--- config.mk ---
export PLATFORM = sky130hd
export DESIGN_NAME = ryc_cfg_regs
export DESIGN_NICKNAME = d
export VERILOG_FILES = /design/src/hw/rtl/ryc_pkg.sv /design/src/hw/rtl/ryc_cfg_regs.sv
export SDC_FILE = /design/constraint.sdc
export NUM_CORES = 1
export LEC_CHECK = 0
export BUFFER_PORTS_ARGS = -buffer_cell sky130_fd_sc_hd__buf_2
export CORE_MARGIN = 5
export CORE_UTILIZATION = 54
export CTS_CLUSTER_DIAMETER = 50
export DETAILED_ROUTE_END_ITERATION = 8
export PLACE_DENSITY = 0.91
export SLEW_MARGIN = 10
export SYNTH_ARGS = -nofsm -noshare
export SYNTH_HDL_FRONTEND = slang
export SYNTH_SLANG_ARGS = --single-unit
--- constraint.sdc ---
create_clock -name i_clk -period 6.2 [get_ports i_clk]
set_input_delay 1.24 -clock i_clk [delete_from_list [all_inputs] [get_ports i_clk]]
set_output_delay 1.24 -clock i_clk [all_outputs]
set_load 0.03 [all_outputs]
--- src/hw/rtl/ryc_pkg.sv ---
package ryc_pkg;

    localparam int FRAC_BITS  = 16;
    localparam int SAMPLE_W   = 16;
    localparam int DELTA_W    = 16;
    localparam int OPND_W     = DELTA_W + 2;          // luma + delta needs 18 signed bits
    localparam int WEIGHT_W   = 21;
    localparam int NUM_TERMS  = 3;
    localparam int WVEC_W     = WEIGHT_W * NUM_TERMS;
    localparam int OFFSET_W   = 40;
    localparam int PROD_W     = WEIGHT_W + OPND_W;
    localparam int ACC_W      = PROD_W + 3;
    localparam int XSHIFT_W   = 4;
    localparam int DEPTH_W    = 5;
    localparam int SH_W       = $clog2(FRAC_BITS + (1 << XSHIFT_W));
    localparam int CFG_IDX_W  = 3;
    localparam int CFG_DATA_W = WVEC_W;
    localparam int LATENCY    = 4;
    localparam int DEPTH_LOW  = 8;
    localparam int DEPTH_HIGH = 16;
    localparam logic [DEPTH_W-1:0] DEPTH_RESET = DEPTH_W'(8);

    typedef enum logic [CFG_IDX_W-1:0] {
        CFG_Y_WEIGHTS     = 3'd0,
        CFG_U_WEIGHTS     = 3'd1,
        CFG_V_WEIGHTS     = 3'd2,
        CFG_Y_OFFSET      = 3'd3,
        CFG_U_OFFSET      = 3'd4,
        CFG_V_OFFSET      = 3'd5,
        CFG_EXTRA_SHIFT   = 3'd6,
        CFG_OUT_BIT_DEPTH = 3'd7
    } t_cfg_idx;

    typedef struct packed {
        logic                       op;
        logic [SAMPLE_W-1:0]        luma_sample;
        logic signed [DELTA_W-1:0]  delta_r;
        logic signed [DELTA_W-1:0]  delta_g;
        logic signed [DELTA_W-1:0]  delta_b;
        logic                       row_end;
    } t_in;

    typedef struct packed {
        logic [SAMPLE_W-1:0] main_value;
        logic [SAMPLE_W-1:0] second_value;
        logic                row_done;
    } t_out;

    typedef struct packed {
        logic [WVEC_W-1:0]          y_w;
        logic [WVEC_W-1:0]          u_w;
        logic [WVEC_W-1:0]          v_w;
        logic signed [OFFSET_W-1:0] y_off;
        logic signed [OFFSET_W-1:0] u_off;
        logic signed [OFFSET_W-1:0] v_off;
        logic [SH_W-1:0]            sh;
        logic [SAMPLE_W-1:0]        max_value;
    } t_cfg;

endpackage

--- src/hw/rtl/ryc_cfg_regs.sv ---
module ryc_cfg_regs (
    input  logic                               i_clk,
    input  logic                               i_rst_n,
    input  logic                               i_cfg_we,
    input  logic [ryc_pkg::CFG_IDX_W-1:0]      i_cfg_idx,
    input  logic [ryc_pkg::CFG_DATA_W-1:0]     i_cfg_wdata,
    output ryc_pkg::t_cfg                      o_cfg
);

    logic [ryc_pkg::WVEC_W-1:0]          r_y_w, r_u_w, r_v_w;
    logic signed [ryc_pkg::OFFSET_W-1:0] r_y_off, r_u_off, r_v_off;
    logic [ryc_pkg::XSHIFT_W-1:0]        r_xshift;
    logic [ryc_pkg::DEPTH_W-1:0]         r_depth;
    logic [ryc_pkg::SAMPLE_W-1:0]        max_value;

    always_ff @(posedge i_clk) begin
        if (!i_rst_n) begin
            r_y_w    <= '0;
            r_u_w    <= '0;
            r_v_w    <= '0;
            r_y_off  <= '0;
            r_u_off  <= '0;
            r_v_off  <= '0;
            r_xshift <= '0;
            r_depth  <= ryc_pkg::DEPTH_RESET;
        end else if (i_cfg_we) begin
            unique case (ryc_pkg::t_cfg_idx'(i_cfg_idx))
                ryc_pkg::CFG_Y_WEIGHTS:     r_y_w <= i_cfg_wdata[ryc_pkg::WVEC_W-1:0];
                ryc_pkg::CFG_U_WEIGHTS:     r_u_w <= i_cfg_wdata[ryc_pkg::WVEC_W-1:0];
                ryc_pkg::CFG_V_WEIGHTS:     r_v_w <= i_cfg_wdata[ryc_pkg::WVEC_W-1:0];
                ryc_pkg::CFG_Y_OFFSET:      r_y_off <= i_cfg_wdata[ryc_pkg::OFFSET_W-1:0];
                ryc_pkg::CFG_U_OFFSET:      r_u_off <= i_cfg_wdata[ryc_pkg::OFFSET_W-1:0];
                ryc_pkg::CFG_V_OFFSET:      r_v_off <= i_cfg_wdata[ryc_pkg::OFFSET_W-1:0];
                ryc_pkg::CFG_EXTRA_SHIFT:   r_xshift <= i_cfg_wdata[ryc_pkg::XSHIFT_W-1:0];
                ryc_pkg::CFG_OUT_BIT_DEPTH: r_depth <= i_cfg_wdata[ryc_pkg::DEPTH_W-1:0];
                default: ;
            endcase
        end
    end

    // clip ceiling: 255 up to depth 8, saturates at the field width past 16
    always_comb begin
        if (r_depth <= ryc_pkg::DEPTH_W'(ryc_pkg::DEPTH_LOW)) begin
            max_value = ryc_pkg::SAMPLE_W'(255);
        end else if (r_depth >= ryc_pkg::DEPTH_W'(ryc_pkg::DEPTH_HIGH)) begin
            max_value = '1;
        end else begin
            max_value = ryc_pkg::SAMPLE_W'((32'd1 << r_depth) - 32'd1);
        end
    end

    assign o_cfg.y_w       = r_y_w;
    assign o_cfg.u_w       = r_u_w;
    assign o_cfg.v_w       = r_v_w;
    assign o_cfg.y_off     = r_y_off;
    assign o_cfg.u_off     = r_u_off;
    assign o_cfg.v_off     = r_v_off;
    assign o_cfg.sh        = ryc_pkg::SH_W'(ryc_pkg::FRAC_BITS) + ryc_pkg::SH_W'(r_xshift);
    assign o_cfg.max_value = max_value;

endmodule

Yosys cells after proc, flatten, opt, wreduce, memory -nomap -nowiden
Index checks and enable logic that the tools add are counted.
{"block": "classes", "add_sub_neg": 2, "n_lt_le_gt_ge": 2, "eq_ne": 7, "shift": 1, "n_mux": 2, "n_reduce_logical": 9}
{"operator": "2-to-1 mux 16 bit", "count": 2}
{"operator": "AND reduction 2 bit", "count": 8}
{"operator": "left shift 1 x 5 -> 16 bit (first input constant)", "count": 1}
{"operator": "subtractor 16 x 1 -> 16 bit (second input constant)", "count": 1}
{"operator": "equality test 3 bit (second input constant)", "count": 4}
{"operator": "equality test 3 x 2 -> 1 bit (second input constant)", "count": 2}
{"operator": "adder 5 x 4 -> 5 bit (first input constant)", "count": 1}
{"operator": "greater-or-equal comparator 5 bit (second input constant)", "count": 1}
{"operator": "less-or-equal comparator 5 x 4 -> 1 bit (second input constant)", "count": 1}
{"operator": "equality test 3 x 1 -> 1 bit (second input constant)", "count": 1}
{"operator": "logical NOT 3 bit", "count": 1}
{"block": "totals", "register_bits": 318, "input_bits": 69, "out_inout_bits": 330, "word_cells": 31}

Logic depth before layout (Yosys ltp)
{"block": "depth", "ltp_word": 4, "depth_mapped": 7, "ltp_nobuf": 6}

Least setup slack after synthesis
No wires, ideal clock.
{"block": "synth_path", "path_type": "register -> output", "start": "register r_depth[4] (netlist name)", "end": "output port o_cfg[10] (netlist name)", "arrival_ns": 1.910, "t_required_ns": 4.960, "path_slack_ns": 3.050, "stages_incl_launch_ff": 8, "path_buffers": 1, "path_cell_list": "dfxtp_1 clkbuf_1 nor4_1 nand2_1 ha_1 or4b_1 o21ai_1 a21o_1"}
{"item": "from (decl)", "line_no": "ryc_cfg_regs.sv:13", "text": "logic [ryc_pkg::DEPTH_W-1:0] r_depth;"}
{"item": "from (signal assigned)", "line_no": "ryc_cfg_regs.sv:25", "text": "r_depth <= ryc_pkg::DEPTH_RESET;"}
{"item": "from (signal assigned)", "line_no": "ryc_cfg_regs.sv:35", "text": "ryc_pkg::CFG_OUT_BIT_DEPTH: r_depth <= i_cfg_wdata[ryc_pkg::DEPTH_W-1:0];"}
{"item": "to (decl)", "line_no": "ryc_cfg_regs.sv:7", "text": "output ryc_pkg::t_cfg o_cfg"}

==> flow_summary.ini <==
[cts]
htree_levels = 2
cts.sinks = 318
cts_tree = done
cts_max_path_buffers = 3
cts_resized = 0
cts-root-buf = clkbuf_16
cts_setup_buffers = 0
clkLatencyLatePin_ps = 480
clkSlewWorstSetupHoldPaths_ps = 60
cts_hold_buf = 0
numCtsBuffers = 34

[final_layout]
area_delta_synth_final_pct = 24.9
nNetsFinal = 1817
instances_no_fill = 2049
diodes = 0
fillers = 1700
final_area_um2 = 15000
drive_gt1_share_pct = 26.2

[logic_synthesis]
synth.area.mux_share_pct = 0.749
async_flop_share_pct = 0
yosysSeqAreaShare_pct = 52.9
synth_top_area_share_pct = 52.9
syn_area_um2 = 12000
synth-seq-cells = 318
synth_top_family_by_area = simple AND/OR/NAND/NOR gates
synthSimpleGateAreaFrac_pct = 21.6
synth-main-ff-cell = dfxtp_1
synth_compound_area_share_pct = 19.7
synthXorXnorAreaFrac_pct = 0.146
synthCells = 1424
synth_edf_count = 0
yosysWarnings = 0
synth_fa_ha_area_share_pct = 0.104
synth.distinct_cells = 34
yosysMostFrequentCell = nand2_1
synth.avg_cell_area_um2 = 8.45
synth_top_cell_by_area = dfxtp_1
synthTopCellsByArea = dfxtp_1, nand2_1, a21boi_1
yosys-top-cells-count = nand2_1, dfxtp_1, a21boi_1

[power]
p_leak_uw = 0.00659
p_per_area_nw_per_um2 = 297
p_int_uw = 3400
p_seq_share_pct = 47.3
finalPower_uw = 4460
peakVddDrop_mv = 0.230
p_switching_uw = 1060
p_clk_share_pct = 44.4
combPwrFrac_pct = 8.3
switching_share_pct = 23.8

[drt]
routed.top_layer = met4
routed_via_density = 5.47
wl_met3_mm = 3.53
drt-initial-drc-count = 831
ant_nets = 0
num_vias = 11200
wire_per_inst_um = 18.4
route.detailed.drc = 0
m1WireLength_mm = 14.1
drtPass1Iterations = 5
wl_met2_mm = 17.9
wirelength_mm = 37.7

[timing]
clock_skew_ps = 0
period_share_pct = 61.2
setup_tns_ps = 0
setup_viol = 0
finalHoldViolations = 0
drv_slew = 0
rsz0062_at_grt = no
fmax_mhz = 264
fin_crit_ps = 3790
worst_slew_pin_slew_ps = 1140
slew_headroom_pct = 23.9

[setup_path]
arrival_ps = 2550
worst_setup_path_start_kind = register
worstPathRequired_ps = 4960
worstSetupEndpointType = output pin
crit_fanout = 11
critPathKind = reg2out

[global_route]
antenna_found_initial = 0
grt_max_degree = 148
gr-usage-all-layers_pct = 27.9
grt_pass1_vias = 10700
grt_overflow = 0
grt_pass1_wl_mm = 58.2

[outcome]
status = completed

[placed_design]
dpl.cell_count = 1991
port-buffer-count = 393
dpl_cell_area_um2 = 13900
globalplace.congestion = 0.860
dp_hpwl_mm = 25.2

[floorplan]
num_rows = 54
die_w_um = 159
die_h_um = 159
core_um2 = 21900
initial_core_util_pct = 54.9
ios = 399
die_area_um2 = 25400

[flow_run]
drv_cap = 0

[worst_hold_path]
hold_class = reg2reg
-- power by group through the flow --
stage,sequential (uW),combinational (uW),clock [uW]
floorplan,2240,150,0
global placement,2150,360,0
detailed placement,2150,366,0
CTS,2110,368,2000
global route,2110,392,2090
finish,2110,369,1980
-- registers in the layout (all words and copies together), names as in the netlist --
name / cells
r_xshift: 4
r_y_w: 63
r_v_off: 40
r_v_w: 63
r_u_off: 40
r_depth: 5
r_u_w: 63
r_y_off: 40
-- area by class of cell --
type | instances | area [um^2] | share of cell area [%]
multi-input combinational | 989 | 5160 | 34.3
tap | 280 | 350 | 2.33
inverter | 1 | 3.75 | 0.0250
sequential | 318 | 6370 | 42.4
clock buffer | 52 | 1040 | 6.94
timing repair buffer | 403 | 2050 | 13.6
clock inverter | 6 | 61.3 | 0.408
-- cell families (layout without fill, tap and decap cells) --
kind of cell               Yosys count  in the layout
xor gates and xnor gates             2              2
adders and majority gates            1              1
DFF                                318            318
muxes                                9              9
buffers and inverters              121            462
and+or+nand+nor                    655            655
AOI/OAI and AO/OA                  317            317
other                                1              5
-- metrics by stage --
step	setup slack (ps)	hold WS [ps]	utilization (%)
finish	2410	446	68.7
global route	2340	461	68.7
CTS	2420	449	68.7
detailed placement	2960	441	63.6
global placement	3010	437	63.6
floorplan	3050	568	-
-- path summary, 6_finish.rpt --
path                           start                      end  slack (ps)  depth (start not counted)
max          r_depth[4]$_SDFFE_PN0P_                o_cfg[10]        2410                          7
min           r_u_w[60]$_SDFFE_PN0P_   r_u_w[60]$_SDFFE_PN0P_         450                          2
max reg2reg  r_depth[4]$_SDFFE_PN0P_  r_depth[4]$_SDFFE_PN0P_        5380                          2
min reg2reg   r_u_w[60]$_SDFFE_PN0P_   r_u_w[60]$_SDFFE_PN0P_         450                          2
-- cells in the final DEF (no fill, tap or decap), types with 4 or more instances in the layout --
master     count
clkbuf_1       9
a21boi_1     309
dfxtp_1      318
clkbuf_16     37
buf_2        392
clkbuf_8       6
buf_4         10
mux2i_1        9
nand2_1      624
nor2b_1        8
conb_1         5
nand2b_1       4
-- worst max-delay path: stages (launching register included) --
cell and delay, ps:
dfxtp_1 400, nor4_1 420, nand2b_1 120, ha_1 240
or4b_1 470, o21ai_1 90, a21o_1 120, buf_2 190
-- routing by layer --
metal / vias up / track usage, %
li1: 5215 / -
met1: 5278 / 33.2
met2: 575 / 46.5
met3: 136 / 6.76
met4: 0 / 14.9
met5: - / 0
Power figures use the tool's default switching activity.
