`src/hw/rtl/ryc_pkg.sv`:
```
package ryc_pkg;

    localparam int FRAC_BITS  = 16;
    localparam int SAMPLE_W   = 16;
    localparam int DELTA_W    = 16;
    localparam int OPND_W     = DELTA_W + 2;          // luma + delta needs 18 signed bits
    localparam int WEIGHT_W   = 21;
    localparam int NUM_TERMS  = 3;
    localparam int WVEC_W     = WEIGHT_W * NUM_TERMS;
    localparam int OFFSET_W   = 40;
    localparam int PROD_W     = WEIGHT_W + OPND_W;
    localparam int ACC_W      = PROD_W + 3;
    localparam int XSHIFT_W   = 4;
    localparam int DEPTH_W    = 5;
    localparam int SH_W       = $clog2(FRAC_BITS + (1 << XSHIFT_W));
    localparam int CFG_IDX_W  = 3;
    localparam int CFG_DATA_W = WVEC_W;
    localparam int LATENCY    = 4;
    localparam int DEPTH_LOW  = 8;
    localparam int DEPTH_HIGH = 16;
    localparam logic [DEPTH_W-1:0] DEPTH_RESET = DEPTH_W'(8);

    typedef enum logic [CFG_IDX_W-1:0] {
        CFG_Y_WEIGHTS     = 3'd0,
        CFG_U_WEIGHTS     = 3'd1,
        CFG_V_WEIGHTS     = 3'd2,
        CFG_Y_OFFSET      = 3'd3,
        CFG_U_OFFSET      = 3'd4,
        CFG_V_OFFSET      = 3'd5,
        CFG_EXTRA_SHIFT   = 3'd6,
        CFG_OUT_BIT_DEPTH = 3'd7
    } t_cfg_idx;

    typedef struct packed {
        logic                       op;
        logic [SAMPLE_W-1:0]        luma_sample;
        logic signed [DELTA_W-1:0]  delta_r;
        logic signed [DELTA_W-1:0]  delta_g;
        logic signed [DELTA_W-1:0]  delta_b;
        logic                       row_end;
    } t_in;

    typedef struct packed {
        logic [SAMPLE_W-1:0] main_value;
        logic [SAMPLE_W-1:0] second_value;
        logic                row_done;
    } t_out;

    typedef struct packed {
        logic [WVEC_W-1:0]          y_w;
        logic [WVEC_W-1:0]          u_w;
        logic [WVEC_W-1:0]          v_w;
        logic signed [OFFSET_W-1:0] y_off;
        logic signed [OFFSET_W-1:0] u_off;
        logic signed [OFFSET_W-1:0] v_off;
        logic [SH_W-1:0]            sh;
        logic [SAMPLE_W-1:0]        max_value;
    } t_cfg;

endpackage

```
`src/hw/rtl/ryc_lane.sv`:
```
module ryc_lane (
    input  logic                                i_clk,
    input  logic [ryc_pkg::WVEC_W-1:0]          i_w,
    input  logic signed [ryc_pkg::OFFSET_W-1:0] i_off,
    input  logic [ryc_pkg::SH_W-1:0]            i_sh,
    input  logic [ryc_pkg::SAMPLE_W-1:0]        i_max,
    input  logic signed [ryc_pkg::OPND_W-1:0]   i_r,
    input  logic signed [ryc_pkg::OPND_W-1:0]   i_g,
    input  logic signed [ryc_pkg::OPND_W-1:0]   i_b,
    output logic [ryc_pkg::SAMPLE_W-1:0]        o_value
);

    logic signed [ryc_pkg::OPND_W-1:0]   opnd [ryc_pkg::NUM_TERMS];
    logic signed [ryc_pkg::PROD_W-1:0]   r_prod [ryc_pkg::NUM_TERMS];
    logic signed [ryc_pkg::ACC_W-1:0]    r_bias;
    logic signed [ryc_pkg::ACC_W-1:0]    r_sum;
    logic [ryc_pkg::SAMPLE_W-1:0]        r_value;
    logic [ryc_pkg::ACC_W-1:0]           half;
    logic signed [ryc_pkg::ACC_W-1:0]    shifted;
    logic signed [ryc_pkg::ACC_W-1:0]    limit;
    logic [ryc_pkg::SAMPLE_W-1:0]        n_value;

    assign opnd[0] = i_r;
    assign opnd[1] = i_g;
    assign opnd[2] = i_b;

    // rounding half: 2^(sh-1)
    assign half = {{(ryc_pkg::ACC_W-1){1'b0}}, 1'b1} << (i_sh - ryc_pkg::SH_W'(1));

    // stage: products and bias
    always_ff @(posedge i_clk) begin
        for (int k = 0; k < ryc_pkg::NUM_TERMS; k++) begin
            r_prod[k] <= $signed(i_w[k*ryc_pkg::WEIGHT_W +: ryc_pkg::WEIGHT_W]) * opnd[k];
        end
        r_bias <= ryc_pkg::ACC_W'(i_off) + $signed(half);
    end

    // stage: sum
    always_ff @(posedge i_clk) begin
        r_sum <= ryc_pkg::ACC_W'(r_prod[0]) + ryc_pkg::ACC_W'(r_prod[1])
               + ryc_pkg::ACC_W'(r_prod[2]) + r_bias;
    end

    // stage: floor shift and clip
    assign shifted = r_sum >>> i_sh;
    assign limit   = $signed({{(ryc_pkg::ACC_W-ryc_pkg::SAMPLE_W){1'b0}}, i_max});

    always_comb begin
        if (shifted < 0) begin
            n_value = '0;
        end else if (shifted > limit) begin
            n_value = i_max;
        end else begin
            n_value = shifted[ryc_pkg::SAMPLE_W-1:0];
        end
    end

    always_ff @(posedge i_clk) begin
        r_value <= n_value;
    end

    assign o_value = r_value;

endmodule

```
`config.mk`:
```
export PLATFORM = sky130hd
export DESIGN_NAME = ryc_lane
export DESIGN_NICKNAME = d
export VERILOG_FILES = /design/src/hw/rtl/ryc_pkg.sv /design/src/hw/rtl/ryc_lane.sv
export SDC_FILE = /design/constraint.sdc
export NUM_CORES = 2
export LEC_CHECK = 0
export ABC_AREA = 1
export BUFFER_PORTS_ARGS = -buffer_cell sky130_fd_sc_hd__buf_4
export CAP_MARGIN = 30
export CELL_PAD_IN_SITES_DETAIL_PLACEMENT = 2
export CELL_PAD_IN_SITES_GLOBAL_PLACEMENT = 2
export CORE_MARGIN = 5
export CORE_UTILIZATION = 40
export DETAILED_ROUTE_END_ITERATION = 8
export PLACE_DENSITY_LB_ADDON = 0.1
export SLEW_MARGIN = 20
export SYNTH_ARGS = -nofsm -noshare
export SYNTH_HDL_FRONTEND = slang
export SYNTH_SLANG_ARGS = --single-unit
```
`constraint.sdc`:
```
create_clock -name i_clk -period 8.95 [get_ports i_clk]
set_input_delay 1.3425 -clock i_clk [delete_from_list [all_inputs] [get_ports i_clk]]
set_output_delay 1.3425 -clock i_clk [all_outputs]
set_load 0.02 [all_outputs]
```
# Yosys cells after proc, flatten, opt, wreduce, memory -nomap -nowiden
# Memory sizes are Yosys's and may differ from the RTL's.
# Cells that the tools add are included.
# totals
regBits,100
latchBits,0
ramBits,117
romBits,0
memories,1
# memory_table
name,depth,word_bits,rd,rd_ports_with_merged_regs,wr,line_no,text
r_prod,3,39,3,0,3,ryc_lane.sv:14,logic signed [ryc_pkg::PROD_W-1:0] r_prod [ryc_pkg::NUM_TERMS];
# classes
add_sub_neg,5
mul,3
div_mod_pow,0
n_lt_le_gt_ge,2
n_eq_ne,0
n_shift,2
mux,1
bitwise,0
reduce_logical,0
# op_table
operator,n
21-bit by 18-bit multiplier with 39-bit output,3
40-bit by 42-bit adder with 42-bit output,1
41-bit by 42-bit adder with 42-bit output,1
42-bit by 17-bit greater-than comparator with 1-bit output,1
"42-bit by 1-bit less-than comparator with 1-bit output, second input constant",1
"1-bit by 5-bit left shift with 42-bit output, first input constant",1
42-bit by 5-bit >>> shifter with 42-bit output,1
40-bit by 39-bit adder with 41-bit output,1
39-bit by 39-bit adder with 40-bit output,1
16-bit 2-to-1 mux,1
"5-bit by 1-bit subtractor with 5-bit output, second input constant",1

# Logic depth before layout (Yosys ltp)
# An unclocked memory read counts as a cell.
# logic_depth
ltp_word,4
mapped_depth,31

# Least setup slack after synthesis
# Ideal clock, no wire load.
# synth_path
kind,input to register
start,in i_w[56] in the netlist's numbering
end,mem r_prod[0][110] in the netlist's numbering
arrival_time_ns,6.719
required_time_ns,8.878
setup_slack_ns,2.158
cell_stages,25
n_path_buf,2
cell_sequence,clkbuf_1 > buf_1 > nand2_1 > fa_1 > inv_1 > fa_1 > inv_1 > fa_1 > inv_1 > fa_1 > fa_1 > inv_1 > fa_1 > inv_1 > ha_1 > a21oi_1 > o21ai_0 > a21oi_1 > nand2_1 > a21oi_1 > o21ai_0 > nand2_1 > nand2_1 > a21oi_1 > xnor2_1
# synth_rtl
element,line_no,text
start: declaration,ryc_lane.sv:3,"input logic [ryc_pkg::WVEC_W-1:0] i_w,"
end: declaration,ryc_lane.sv:14,

==> flow_summary_export.csv <==
group,metric,value,unit
logic_synthesis,yosys_register_bits,217,
sta,setup_viol,0,
place,buffer_ports.inserted,194,
detailed_routing,avgRoutedWirePerCell,21.7,um
setup_path,worst-endpoint-arrival,7540,ps
floorplan,die_height,382,um
finish,fill_cells,15903,
sta,achievable-frequency,0.142,GHz
finish,nNetsFinal,8671,
setup_path,worstPathRequired,9440,ps
clock_tree,ctsResizeCount,0,
clock_tree,clock_latency_on_the_worst_skew_pair,580,ps
global_route,grt_overflow_total,0,
detailed_routing,drc_violations,0,
finish,final_common_cell,"sky130_fd_sc_hd__inv_1",
clock_tree,htree_levels,1,
sta,worst_pin_slew,872,ps
detailed_routing,drt-initial-drc-count,1680,
logic_synthesis,top_cell_type_by_total_area_after_synthesis,"sky130_fd_sc_hd__fa_1",
logic_synthesis,synth.distinct_cells,48,
floorplan,ioPinCount,195,
clock_tree,clk_transition_reported_paths,60,ps
logic_synthesis,synth_cells,6946,
sta,setup_tns,0,ps
sta,grt_setup_unrepaired,"false",
logic_synthesis,synth_sequential_area_ratio,0.0784,
logic_synthesis,syn-num-nets,8725,
logic_synthesis,synthDominantCellAreaShare,0.439,
place,routabilityCongestion,0.928,
floorplan,floorplan.initialDensity,0.403,
global_route,grt_start_max_net_pins,58,
detailed_routing,routed_via_density,5.06,
floorplan,die_width,382,um
global_route,vias_in_the_first_global_route,52242,
detailed_routing,route.final.wire_length,189000,um
clock_tree,cts_inserted_buffers,29,
clock_tree,clockRootBuffer,"sky130_fd_sc_hd__clkbuf_16",
sta,maxSlewHeadroom,0.418,
logic_synthesis,synthArstFlopShare,0,
sta,final.period_utilization,0.787,
clock_tree,tritoncts,"yes",
logic_synthesis,post_synth_instance_area,0.0554,mm2
finish,multi_input_comb_area,0.0428,mm2
finish,area_growth_syn_to_layout,6.33,%
setup_path,critical_path.max_fanout,21,
min_path,timing.hold.worst.class,"flop to flop",
logic_synthesis,syn_avg_cell_area,7.97,um2
sta,final_hold_viol_count,0,
clock_tree,post_cts_hold_buffer_count,0,
sta,maxSlewViolCount,0,
detailed_routing,dr_total_vias,44082,
global_route,grt_antenna_before_repair,10,
finish,layout-drive-gt1-share,0.0418,
global_route,track_usage,0.261,
place,place_hpwl,164000,um
logic_synthesis,ys_top_cells_by_area,"sky130_fd_sc_hd__fa_1 44%, sky130_fd_sc_hd__inv_1 13%, sky130_fd_sc_hd__nand2_1 11%, sky130_fd_sc_hd__ha_1 8.7%, sky130_fd_sc_hd__dfxtp_1 7.8%",
detailed_routing,drtAntennaViolNets,0,
setup_path,timing.critical_path.from,"i_b[3]",
sta,final.setup_skew,34.2,ps
clock_tree,postCtsSetupRepairBufs,0,
setup_path,end_kind,"flop",
clock_tree,cts_max_path_buffers,3,
setup_path,type_of_the_worst_setup_path,"primary input to flop",
status,outcome,"completed",
sta,timing.final.crit_period,7050,ps
clock_tree,clock_sink_count,217,
flow_run,max_cap_viol_count,0,
setup_path,rr_startpoint,"r_prod[0][40]",
floorplan,die-area,0.146,mm2
logic_synthesis,synth_top_flop_cell,"sky130_fd_sc_hd__dfxtp_1",
logic_synthesis,synth_enable_flop_cells,0,
floorplan,core_area,0.137,mm2
finish,sequential_cell_area,0.00434,mm2
setup_path,setup_crit_start_kind,"primary input",
global_route,global_route_wire_length_before_repair,297000,um
logic_synthesis,synth-warning-count,0,
finish,final_cell_mix,"1,875 x sky130_fd_sc_hd__inv_1, 1,636 x sky130_fd_sc_hd__nand2_1, 1,214 x sky130_fd_sc_hd__fa_1",
detailed_routing,detailed_router_iteration_count_before_antenna_repair,5,
floorplan,num_rows,136,
min_path,timing.hold.worst.start,"r_prod[0][78]",
-- state kept, by name (all words and copies together), names as in the netlist --
signal,count
o_value,16
r_bias,42
r_prod,117
r_sum,42
-- path summary, 6_finish.rpt --
path	end	slack, ps	cells after the start
worst max-delay path	r_prod[0][114]	1900	25
worst min-delay path	r_sum[0]	660	1
worst max register to register	r_sum[35]	3870	16
worst min register to register	r_sum[0]	660	1
-- kinds of logic (layout without fill, tap and decap cells) --
family / after synthesis / after routing / synth area share
muxes: 4 / 4 / 0.000723
xor gates and xnor gates: 210 / 210 / 0.0332
AOI/OAI and AO/OA: 513 / 513 / 0.0526
DFF: 217 / 217 / 0.0784
and+or+nand+nor: 2240 / 2240 / 0.161
adders and majority gates: 1600 / 1600 / 0.526
buffers and inverters: 2162 / 2129 / 0.148
other: 0 / 4 / 0
-- layer usage --
layer,global-route usage,share of wire,vias up
li1,-,-,19986
met1,0.344,0.44,23234
met2,0.468,0.50,674
met3,0.0294,0.037,178
met4,0.0447,0.019,10
met5,0,0.00037,-
-- cell usage after synthesis (all sizes together) (64+ instances only) --
| cell type | number |
|---|---|
| a21oi | 226 |
| buf | 64 |
| clkbuf | 219 |
| dfxtp | 217 |
| fa | 1214 |
| ha | 386 |
| inv | 1879 |
| nand2 | 1644 |
| nand3 | 218 |
| nor2 | 299 |
| o21ai | 155 |
| xnor2 | 75 |
| xor2 | 135 |
-- stage by stage --
step | setup slack, ps | util | hold WS [ps] | instance area (um2) | cells
2_1_floorplan | 2160 | - | 432 | 55400 | 6946
3_3_place_gp | 1610 | 0.422 | 642 | 58000 | 8655
3_5_place_dp | 1400 | 0.422 | 634 | 58000 | 8655
4_1_cts | 1950 | 0.428 | 647 | 58900 | 8707
5_1_grt | 1560 | 0.428 | 644 | 58900 | 8707
6_report | 1900 | 0.428 | 665 | 58900 | 8711
-- area by class of cell --
type                            instances  share of cell area
Timing Repair Buffer                  198              0.0252
Antenna cell                            4            0.000170
Sequential cell                       217              0.0738
Tap cell                             1794              0.0381
Clock inverter                         19             0.00283
Clock buffer                           33              0.0127
Multi-Input combinational cell       4567               0.727
Inverter                             1879               0.120
-- critical path, cell delays in order --
cell	delay, ps
sky130_fd_sc_hd__buf_4	270
sky130_fd_sc_hd__nand2_1	140
sky130_fd_sc_hd__fa_1	550
sky130_fd_sc_hd__inv_1	60
sky130_fd_sc_hd__fa_1	520
sky130_fd_sc_hd__fa_1	520
sky130_fd_sc_hd__inv_1	60
sky130_fd_sc_hd__fa_1	530
sky130_fd_sc_hd__inv_1	50
sky130_fd_sc_hd__fa_1	480
sky130_fd_sc_hd__inv_1	50
sky130_fd_sc_hd__fa_1	470
sky130_fd_sc_hd__inv_1	40
sky130_fd_sc_hd__ha_1	340
sky130_fd_sc_hd__nand2_1	90
sky130_fd_sc_hd__nor2_1	180
sky130_fd_sc_hd__nand4_1	250
sky130_fd_sc_hd__o211ai_1	690
sky130_fd_sc_hd__nand4_1	190
sky130_fd_sc_hd__o211ai_1	200
sky130_fd_sc_hd__nand2_1	100
sky130_fd_sc_hd__nand2_1	100
sky130_fd_sc_hd__nand3_1	70
sky130_fd_sc_hd__nand2_1	90
sky130_fd_sc_hd__xor2_1	140
Power is left out: the tool's default activity adds up to more than one toggle a clock period on the data nets, which glitch-free logic cannot reach.
